===== config.mk =====
export PLATFORM = sky130hd
export DESIGN_NAME = hall_sensor_rotor_angle
export DESIGN_NICKNAME = d
export VERILOG_FILES = /design/src/rtl/core/hsra_pkg.sv /design/src/rtl/core/hall_sensor_rotor_angle.sv /design/src/rtl/core/hsra_prerot.sv /design/src/rtl/core/hsra_cordic.sv /design/src/rtl/core/hsra_round.sv
export SDC_FILE = /design/constraint.sdc
export NUM_CORES = 2
export LEC_CHECK = 0
export ABC_CLOCK_PERIOD_IN_PS = 31000
export BUFFER_PORTS_ARGS = -buffer_cell sky130_fd_sc_hd__buf_2
export CORE_MARGIN = 2
export CORE_UTILIZATION = 24
export DETAILED_ROUTE_END_ITERATION = 8
export MAX_ROUTING_LAYER = met4
export PLACE_DENSITY_LB_ADDON = 0.12
export SLEW_MARGIN = 20
export SYNTH_ARGS = -nofsm -noshare
export SYNTH_HDL_FRONTEND = slang
export SYNTH_SLANG_ARGS = --single-unit
export TNS_END_PERCENT = 100

===== constraint.sdc =====
create_clock -name clock -period 31 [get_ports clock]
set_clock_uncertainty 0.15 [all_clocks]
set_input_delay 1.55 -clock clock [delete_from_list [all_inputs] [get_ports clock]]
set_output_delay 1.55 -clock clock [all_outputs]
set_load 0.02 [all_outputs]

===== src/rtl/core/hsra_pkg.sv =====
// Shared constants, types and arctangent table of the Hall sensor rotor angle block.
`default_nettype none

package hsra_pkg;

   localparam int SAMPLE_BITS   = 12;
   localparam int ANGLE_BITS    = 16;
   localparam int CORDIC_STAGES = 16;
   localparam int GUARD_BITS    = 24;
   localparam int ATAN_ENTRIES  = 24;
   localparam int NUM_STAGES    = (CORDIC_STAGES < ATAN_ENTRIES) ? CORDIC_STAGES : ATAN_ENTRIES;

   localparam int DIFF_W = SAMPLE_BITS + 1;
   localparam int VEC_W  = DIFF_W + GUARD_BITS + 3;
   localparam int ACC_W  = 32;

   typedef logic        [SAMPLE_BITS-1:0] sample_type;
   typedef logic signed [DIFF_W-1:0]      diff_type;
   typedef logic signed [VEC_W-1:0]       vec_type;
   typedef logic        [ACC_W-1:0]       acc_type;
   typedef logic signed [ANGLE_BITS-1:0]  angle_type;

   typedef struct packed {
      vec_type x;
      vec_type y;
      acc_type z;
      logic    zero;
   } cord_type;

   localparam acc_type Z_QUARTER_POS = 32'h4000_0000;
   localparam acc_type Z_QUARTER_NEG = 32'hC000_0000;
   localparam acc_type ROUND_ONE     = acc_type'(1) << (ACC_W - 1 - ANGLE_BITS);

   localparam acc_type ATAN_TABLE [ATAN_ENTRIES] = '{
      32'd536870912, 32'd316933406, 32'd167458907, 32'd85004756,
      32'd42667331,  32'd21354465,  32'd10679838,  32'd5340245,
      32'd2670163,   32'd1335087,   32'd667544,    32'd333772,
      32'd166886,    32'd83443,     32'd41722,     32'd20861,
      32'd10430,     32'd5215,      32'd2608,      32'd1304,
      32'd652,       32'd326,       32'd163,       32'd81
   };

endpackage

`default_nettype wire


===== src/rtl/core/hall_sensor_rotor_angle.sv =====
// Rotor angle from four Hall sensor samples, pipelined vectoring CORDIC.
//
// Input channel req_*: one transfer carries four 12-bit unsigned samples from
// sensors placed 90 degrees apart. X = A - C and Y = B - D.
// Result channel rsp_*: one transfer per input, rsp_rotor_angle = atan2(Y, X)
// as a signed 16-bit binary angle where 32768 stands for pi. A zero vector
// gives 0. Results leave in input order.
// Pipeline: one pre-rotation stage, 16 CORDIC stages, one rounding/output
// stage. Throughput: one transfer per cycle while rsp_ready stays high; each
// stage holds one item and the ready of a stage is set by whether it is
// empty or its successor moves.
// When rsp_ready is low, the output stage holds its result and the stages
// behind it keep filling until full, then req_ready drops; nothing is lost.
// Reset (synchronous, active high) empties every stage; the block keeps no
// other state.
`default_nettype none

module hall_sensor_rotor_angle
   import hsra_pkg::*;
(
   input  wire logic       clock,
   input  wire logic       reset,
   input  wire logic       req_valid,
   output logic            req_ready,
   input  wire sample_type req_hall_a,
   input  wire sample_type req_hall_b,
   input  wire sample_type req_hall_c,
   input  wire sample_type req_hall_d,
   output logic            rsp_valid,
   input  wire logic       rsp_ready,
   output angle_type       rsp_rotor_angle
);

   logic     pre_valid;
   logic     pre_ready;
   cord_type pre_data;
   logic     cor_valid;
   logic     cor_ready;
   cord_type cor_data;

   hsra_prerot u_prerot (
      .clock     (clock),
      .reset     (reset),
      .in_valid  (req_valid),
      .in_ready  (req_ready),
      .hall_a    (req_hall_a),
      .hall_b    (req_hall_b),
      .hall_c    (req_hall_c),
      .hall_d    (req_hall_d),
      .out_valid (pre_valid),
      .out_ready (pre_ready),
      .out_data  (pre_data)
   );

   hsra_cordic u_cordic (
      .clock     (clock),
      .reset     (reset),
      .in_valid  (pre_valid),
      .in_ready  (pre_ready),
      .in_data   (pre_data),
      .out_valid (cor_valid),
      .out_ready (cor_ready),
      .out_data  (cor_data)
   );

   hsra_round u_round (
      .clock     (clock),
      .reset     (reset),
      .in_valid  (cor_valid),
      .in_ready  (cor_ready),
      .in_data   (cor_data),
      .out_valid (rsp_valid),
      .out_ready (rsp_ready),
      .out_angle (rsp_rotor_angle)
   );

endmodule

`default_nettype wire


===== src/rtl/core/hsra_prerot.sv =====
// Input stage: axis differences, zero detection and quarter-turn pre-rotation.
`default_nettype none

module hsra_prerot
   import hsra_pkg::*;
(
   input  wire logic       clock,
   input  wire logic       reset,
   input  wire logic       in_valid,
   output logic            in_ready,
   input  wire sample_type hall_a,
   input  wire sample_type hall_b,
   input  wire sample_type hall_c,
   input  wire sample_type hall_d,
   output logic            out_valid,
   input  wire logic       out_ready,
   output cord_type        out_data
);

   diff_type dx;
   diff_type dy;
   diff_type px;
   diff_type py;
   acc_type  pz;
   cord_type data_in;
   cord_type data_ff;
   logic     valid_ff;

   assign dx = $signed({1'b0, hall_a} - {1'b0, hall_c});
   assign dy = $signed({1'b0, hall_b} - {1'b0, hall_d});

   always_comb begin
      px = dx;
      py = dy;
      pz = '0;
      if (dx[DIFF_W-1]) begin
         if (!dy[DIFF_W-1]) begin
            px = dy;
            py = -dx;
            pz = Z_QUARTER_POS;
         end else begin
            px = -dy;
            py = dx;
            pz = Z_QUARTER_NEG;
         end
      end
   end

   always_comb begin
      data_in.x    = vec_type'(px) <<< GUARD_BITS;
      data_in.y    = vec_type'(py) <<< GUARD_BITS;
      data_in.z    = pz;
      data_in.zero = (dx == '0) && (dy == '0);
   end

   assign in_ready = !valid_ff || out_ready;

   always_ff @(posedge clock) begin
      if (reset) begin
         valid_ff <= 1'b0;
      end else if (in_ready) begin
         valid_ff <= in_valid;
      end
   end

   always_ff @(posedge clock) begin
      if (in_ready && in_valid) begin
         data_ff <= data_in;
      end
   end

   assign out_valid = valid_ff;
   assign out_data  = data_ff;

endmodule

`default_nettype wire


===== src/rtl/core/hsra_cordic.sv =====
// Vectoring CORDIC pipeline: one registered micro-rotation per stage.
`default_nettype none

module hsra_cordic
   import hsra_pkg::*;
(
   input  wire logic     clock,
   input  wire logic     reset,
   input  wire logic     in_valid,
   output logic          in_ready,
   input  wire cord_type in_data,
   output logic          out_valid,
   input  wire logic     out_ready,
   output cord_type      out_data
);

   cord_type stage_ff    [NUM_STAGES];
   cord_type stage_in    [NUM_STAGES];
   logic     valid_ff    [NUM_STAGES];
   logic     stage_ready [NUM_STAGES];

   for (genvar g = 0; g < NUM_STAGES; g++) begin : gen_stage
      cord_type src;
      logic     src_valid;
      logic     dst_ready;
      vec_type  xs;
      vec_type  ys;

      if (g == 0) begin : gen_first
         assign src       = in_data;
         assign src_valid = in_valid;
      end else begin : gen_next
         assign src       = stage_ff[g-1];
         assign src_valid = valid_ff[g-1];
      end

      if (g == NUM_STAGES - 1) begin : gen_last
         assign dst_ready = out_ready;
      end else begin : gen_mid
         assign dst_ready = stage_ready[g+1];
      end

      assign stage_ready[g] = !valid_ff[g] || dst_ready;
      assign xs = src.x >>> g;
      assign ys = src.y >>> g;

      always_comb begin
         stage_in[g].zero = src.zero;
         if (!src.y[VEC_W-1]) begin
            stage_in[g].x = src.x + ys;
            stage_in[g].y = src.y - xs;
            stage_in[g].z = src.z + ATAN_TABLE[g];
         end else begin
            stage_in[g].x = src.x - ys;
            stage_in[g].y = src.y + xs;
            stage_in[g].z = src.z - ATAN_TABLE[g];
         end
      end

      always_ff @(posedge clock) begin
         if (reset) begin
            valid_ff[g] <= 1'b0;
         end else if (stage_ready[g]) begin
            valid_ff[g] <= src_valid;
         end
      end

      always_ff @(posedge clock) begin
         if (stage_ready[g] && src_valid) begin
            stage_ff[g] <= stage_in[g];
         end
      end
   end

   assign in_ready  = stage_ready[0];
   assign out_valid = valid_ff[NUM_STAGES-1];
   assign out_data  = stage_ff[NUM_STAGES-1];

endmodule

`default_nettype wire


===== src/rtl/core/hsra_round.sv =====
// Output stage: round the turn accumulator to the angle width and hold the result.
`default_nettype none

module hsra_round
   import hsra_pkg::*;
(
   input  wire logic     clock,
   input  wire logic     reset,
   input  wire logic     in_valid,
   output logic          in_ready,
   input  wire cord_type in_data,
   output logic          out_valid,
   input  wire logic     out_ready,
   output angle_type     out_angle
);

   acc_type   rounded;
   angle_type angle_in;
   angle_type angle_ff;
   logic      valid_ff;

   assign rounded  = in_data.z + ROUND_ONE;
   assign angle_in = in_data.zero ? '0 : angle_type'(rounded[ACC_W-1 -: ANGLE_BITS]);
   assign in_ready = !valid_ff || out_ready;

   always_ff @(posedge clock) begin
      if (reset) begin
         valid_ff <= 1'b0;
      end else if (in_ready) begin
         valid_ff <= in_valid;
      end
   end

   always_ff @(posedge clock) begin
      if (in_ready && in_valid) begin
         angle_ff <= angle_in;
      end
   end

   assign out_valid = valid_ff;
   assign out_angle = angle_ff;

endmodule

`default_nettype wire

==> results.md <==
Logic synthesis:
- The register bit total from synthesis is 1375.
- The summed instance area of the synthesized netlist is about 120000 um^2.
- The post-synthesis cell count is between 10000 and 15000.
- The count of warnings emitted by yosys is 0.
- Among all flip-flop cells after synthesis, the most frequent one is sky130_fd_sc_hd__edfxtp_1.
- In this run the mean area of a mapped cell was approximately 9.5 um^2.
- In the synthesized netlist the async set-or-reset flop fraction comes to 0.
- The sequential element share of the synthesized area is 0.354.
- The net count after synthesis is about 14000.
- The count of cell types in the netlist is 85.
- Yosys mapped a number of flops with a built-in enable equal to between 1000 and 1500.

Pwr:
- Across the VDD grid, the largest voltage drop is ~0.00004 V.
- In this run the static leakage power is slightly above 50 nW.
- Dividing total power by cell area gives a power density of around 37 nW/um^2.

Clock network:
- The clock transition time at the flip-flop clock pins of the worst setup and hold paths is around 0.060 ns.
- The clock passes through at most 4 buffers.
- The cell at the root of the clock tree is sky130_fd_sc_hd__clkbuf_16.
- TritonCTS built the clock tree.
- The post-CTS resize count is 0.
- After clock tree synthesis, the flow added hold-fix buffers numbering 0.
- For the worst-skew pair, the clock arrives at the later sink with an insertion delay of 0.91 ns.
- For this design, the sink count on the clock tree is roughly 1400.
- Clock tree synthesis inserted a total of 189 buffers.
- The number of setup buffers added after CTS is 0.
- CTS built an H-tree with a depth of 4.

Floorplan:
- The count of boundary I/O pins is 70.
- The floorplan has roughly 260 rows.
- The full die area is between 400000 and 500000 um^2.
- The floorplan step set the die width to 701 um.
- The die outline height is 701 um.
- For this configuration, the core starts out at a cell density of 0.240.
- In this run the standard cell core region covers ~480000 um^2.

Critical path:
- Grouping stages by cell kind, the critical path spends the most delay in simple AND/OR/NAND/NOR gates.
- The element type at the critical path start is an input port.
- The critical register-to-register path startpoint is u_cordic.stage_ff[0][659].
- Measured in cells, the most critical reg-to-reg path has a length of 17.
- The most frequent cell on the critical path is sky130_fd_sc_hd__nand3_1.
- Of all nets on the critical path, the largest fanout is 6.
- The critical path runs through a total of 10 cells.
- The signal on the critical path passes through buf_2 > nor2b_1 > nand3_1 > nor2_1 > nand3_1 > nor3_1 > and2_1 > and3_1 > nand3_1 > buf_2.
- The worst path buffer plus inverter count is 2.
- The launch point of the critical path is rsp_ready.
- The critical-path cell with the highest stage delay is sky130_fd_sc_hd__nor3_1.
- The data arrival time at the worst-slack endpoint is roughly 4.2 ns.
- The required time of the critical path is roughly 29 ns.
- The worst stage delay on the critical path is 0.49 ns.
- The critical path is of the input port to output port type.
- The worst setup path is captured at an output port.

Routing:
- The number of remaining DRC errors is 0.
- The total number of vias is 89200.
- The post-route antenna net violation count is 0.
- The number of optimization iterations in the first detailed-route pass is 5.
- The routed wire length is around 350000 um.
- In the routed layout, each cell is associated on average with a via count of between 4 and 5.
- The number of violations reported at the end of detailed-routing iteration 0 is slightly below 5000.
- Dividing the detail-routed wire length by the instance count gives about 18 um.

Placed design:
- The congestion estimate from routability-driven global placement came to 0.842.
- During placement, the flow inserted port buffers numbering 69.
- The wire-length estimate of the detail-placed layout is 282000 um.

STA:
- Setup violations remaining at the end of the flow were counted as 0.
- The worst path in the final design needs a cycle of around 5.9 ns, including I/O delays and setup.
- The final-report hold violation count is 0.
- Timing would allow up to between 0.15 and 0.2 GHz.
- In this run the tightest slew margin relative to its limit is 0.258.
- Setup repair after global routing left no endpoint under its margin.
- The final count of pins violating max slew is 0.
- Summed over all failing endpoints, the final setup total negative slack is 0 ns.
- Dividing the final minimum period by the clock period gives 0.192.
- Hold is met by 0.267 ns.
- For the pin with the worst max-slew slack, the measured transition is between 1 and 1.5 ns.

Worst hold path:
- The tightest min-delay check is of the flop to flop type.
- The startpoint of the worst hold path is u_cordic.stage_ff[1][339].
- The worst hold path was traced through 0 stages.

Cells and area:
- The share of layout cells above drive strength 1 is 0.0450.
- The final net count is approximately 14000.
- The top cell types in the final layout, fill and taps aside, are sky130_fd_sc_hd__edfxtp_1, sky130_fd_sc_hd__ha_1, sky130_fd_sc_hd__a21oi_1.
- The total of fill cells in the finished design is 51700.
- The area added between synthesis and finish is 12.5%.
- Summing all multi-input logic gate instances after layout gives 72600 um^2.
- The library cell used most frequently in the layout, excluding fill and tap cells, is sky130_fd_sc_hd__edfxtp_1.
- The sequential standard cell area is 41300 um^2.

GRT:
- After global routing the overflow that remains totals 0.
- The global-route wire length before repair is roughly 540000 um.
- The initial antenna violation count was 7.
- Entering global routing, the biggest net connects 83 pins.
- The via count of the first global-routing pass is 88900.
- For this run, the total global-route usage over all layers was measured as 0.141.

Outcome:
- The run finished with clean final reports.

Run:
- The number of maximum-capacitance violations is 0.
[metal layers]
metal,global-route usage,up-vias,share of wire
li1,-,45600,-
met1,0.176,42200,0.46
met2,0.250,989,0.50
met3,0.0145,355,0.026
met4,0.0261,0,0.019
met5,-,-,0
[worst register-to-register path: stages (launching register included)]
cell and delay (ns):
sky130_fd_sc_hd__edfxtp_1 0.50, sky130_fd_sc_hd__or4_1 0.56, sky130_fd_sc_hd__or3_1 0.37, sky130_fd_sc_hd__nor3_1 0.21
sky130_fd_sc_hd__nand2b_1 0.15, sky130_fd_sc_hd__nor4b_1 0.74, sky130_fd_sc_hd__a21oi_1 0.18, sky130_fd_sc_hd__xor2_1 0.18
sky130_fd_sc_hd__ha_1 0.37, sky130_fd_sc_hd__a21o_1 0.21, sky130_fd_sc_hd__a21oi_1 0.24, sky130_fd_sc_hd__o21ai_0 0.17
sky130_fd_sc_hd__a21o_1 0.20, sky130_fd_sc_hd__a221o_1 0.40, sky130_fd_sc_hd__nor4_1 0.33, sky130_fd_sc_hd__o31ai_1 0.18
sky130_fd_sc_hd__o41ai_1 0.33, sky130_fd_sc_hd__xnor2_1 0.11
[registers in the layout, indices dropped and copies added (netlist names)]
signal and cells:
u_cordic.stage_ff 1312, u_prerot.out_data 29, u_cordic.valid_ff 16, u_round.out_angle 16, u_prerot.out_valid 1, u_round.out_valid 1
[path summary, 6_finish.rpt]
check	endpoint	slack, ns
worst max-delay path	req_ready	25.06
worst min-delay path	u_cordic.stage_ff[1][452]	0.27
worst max register to register	u_cordic.stage_ff[0][750]	25.15
worst min register to register	u_cordic.stage_ff[1][452]	0.27
[cell usage after synthesis, types with 212 or more instances]
cell	number	area share
sky130_fd_sc_hd__a21oi_1	1250	0.054
sky130_fd_sc_hd__nor2b_1	212	0.011
sky130_fd_sc_hd__inv_1	558	0.018
sky130_fd_sc_hd__nand2_1	615	0.020
sky130_fd_sc_hd__nor3_1	353	0.015
sky130_fd_sc_hd__xnor2_1	1164	0.087
sky130_fd_sc_hd__a21o_1	559	0.036
sky130_fd_sc_hd__edfxtp_1	1373	0.35
sky130_fd_sc_hd__ha_1	1343	0.14
sky130_fd_sc_hd__xor2_1	604	0.045
sky130_fd_sc_hd__nor2_1	1160	0.037
sky130_fd_sc_hd__o21ai_0	535	0.023
[area by class of cell]
class,count,area share
Antenna cell,6,0.000114
Clock buffer,230,0.0379
Clock inverter,106,0.00933
Inverter,561,0.0161
Multi-Input combinational cell,10100,0.554
Sequential cell,1375,0.315
Tap cell,6450,0.0615
Timing Repair Buffer,144,0.00702
[where the power goes]
part / total (mW) / internal (mW) / switching, mW
Sequential: 2.12 / 2.08 / 0.0342
Combinational: 0.483 / 0.209 / 0.274
Clock: 2.23 / 1.34 / 0.889
Total: 4.83 / 3.63 / 1.20
[cells by family after synthesis]
kind of cell / Yosys count / share of synthesized area
adders and majority gates: 1377 / 0.150
buffers and inverters: 760 / 0.0245
DFF: 1375 / 0.354
AOI/OAI and AO/OA: 3505 / 0.190
and+or+nand+nor: 3445 / 0.144
muxes: 54 / 0.00496
xor gates and xnor gates: 1768 / 0.133
[stage by stage]
| stage | worst slack (ns) | utilization | area [um^2] | cells | power (mW) |
|---|---|---|---|---|---|
| floorplan | 19.77 | - | 117000 | 12300 | 2.51 |
| global placement | 24.94 | 0.258 | 125000 | 18700 | 2.65 |
| detailed placement | 24.89 | 0.258 | 125000 | 18700 | 2.65 |
| CTS | 24.87 | 0.271 | 131000 | 19000 | 4.95 |
| global route | 24.73 | 0.271 | 131000 | 19000 | 5.06 |
| finish | 25.06 | 0.271 | 131000 | 19000 | 4.83 |
No activity file was read; power rests on OpenSTA's default activity.
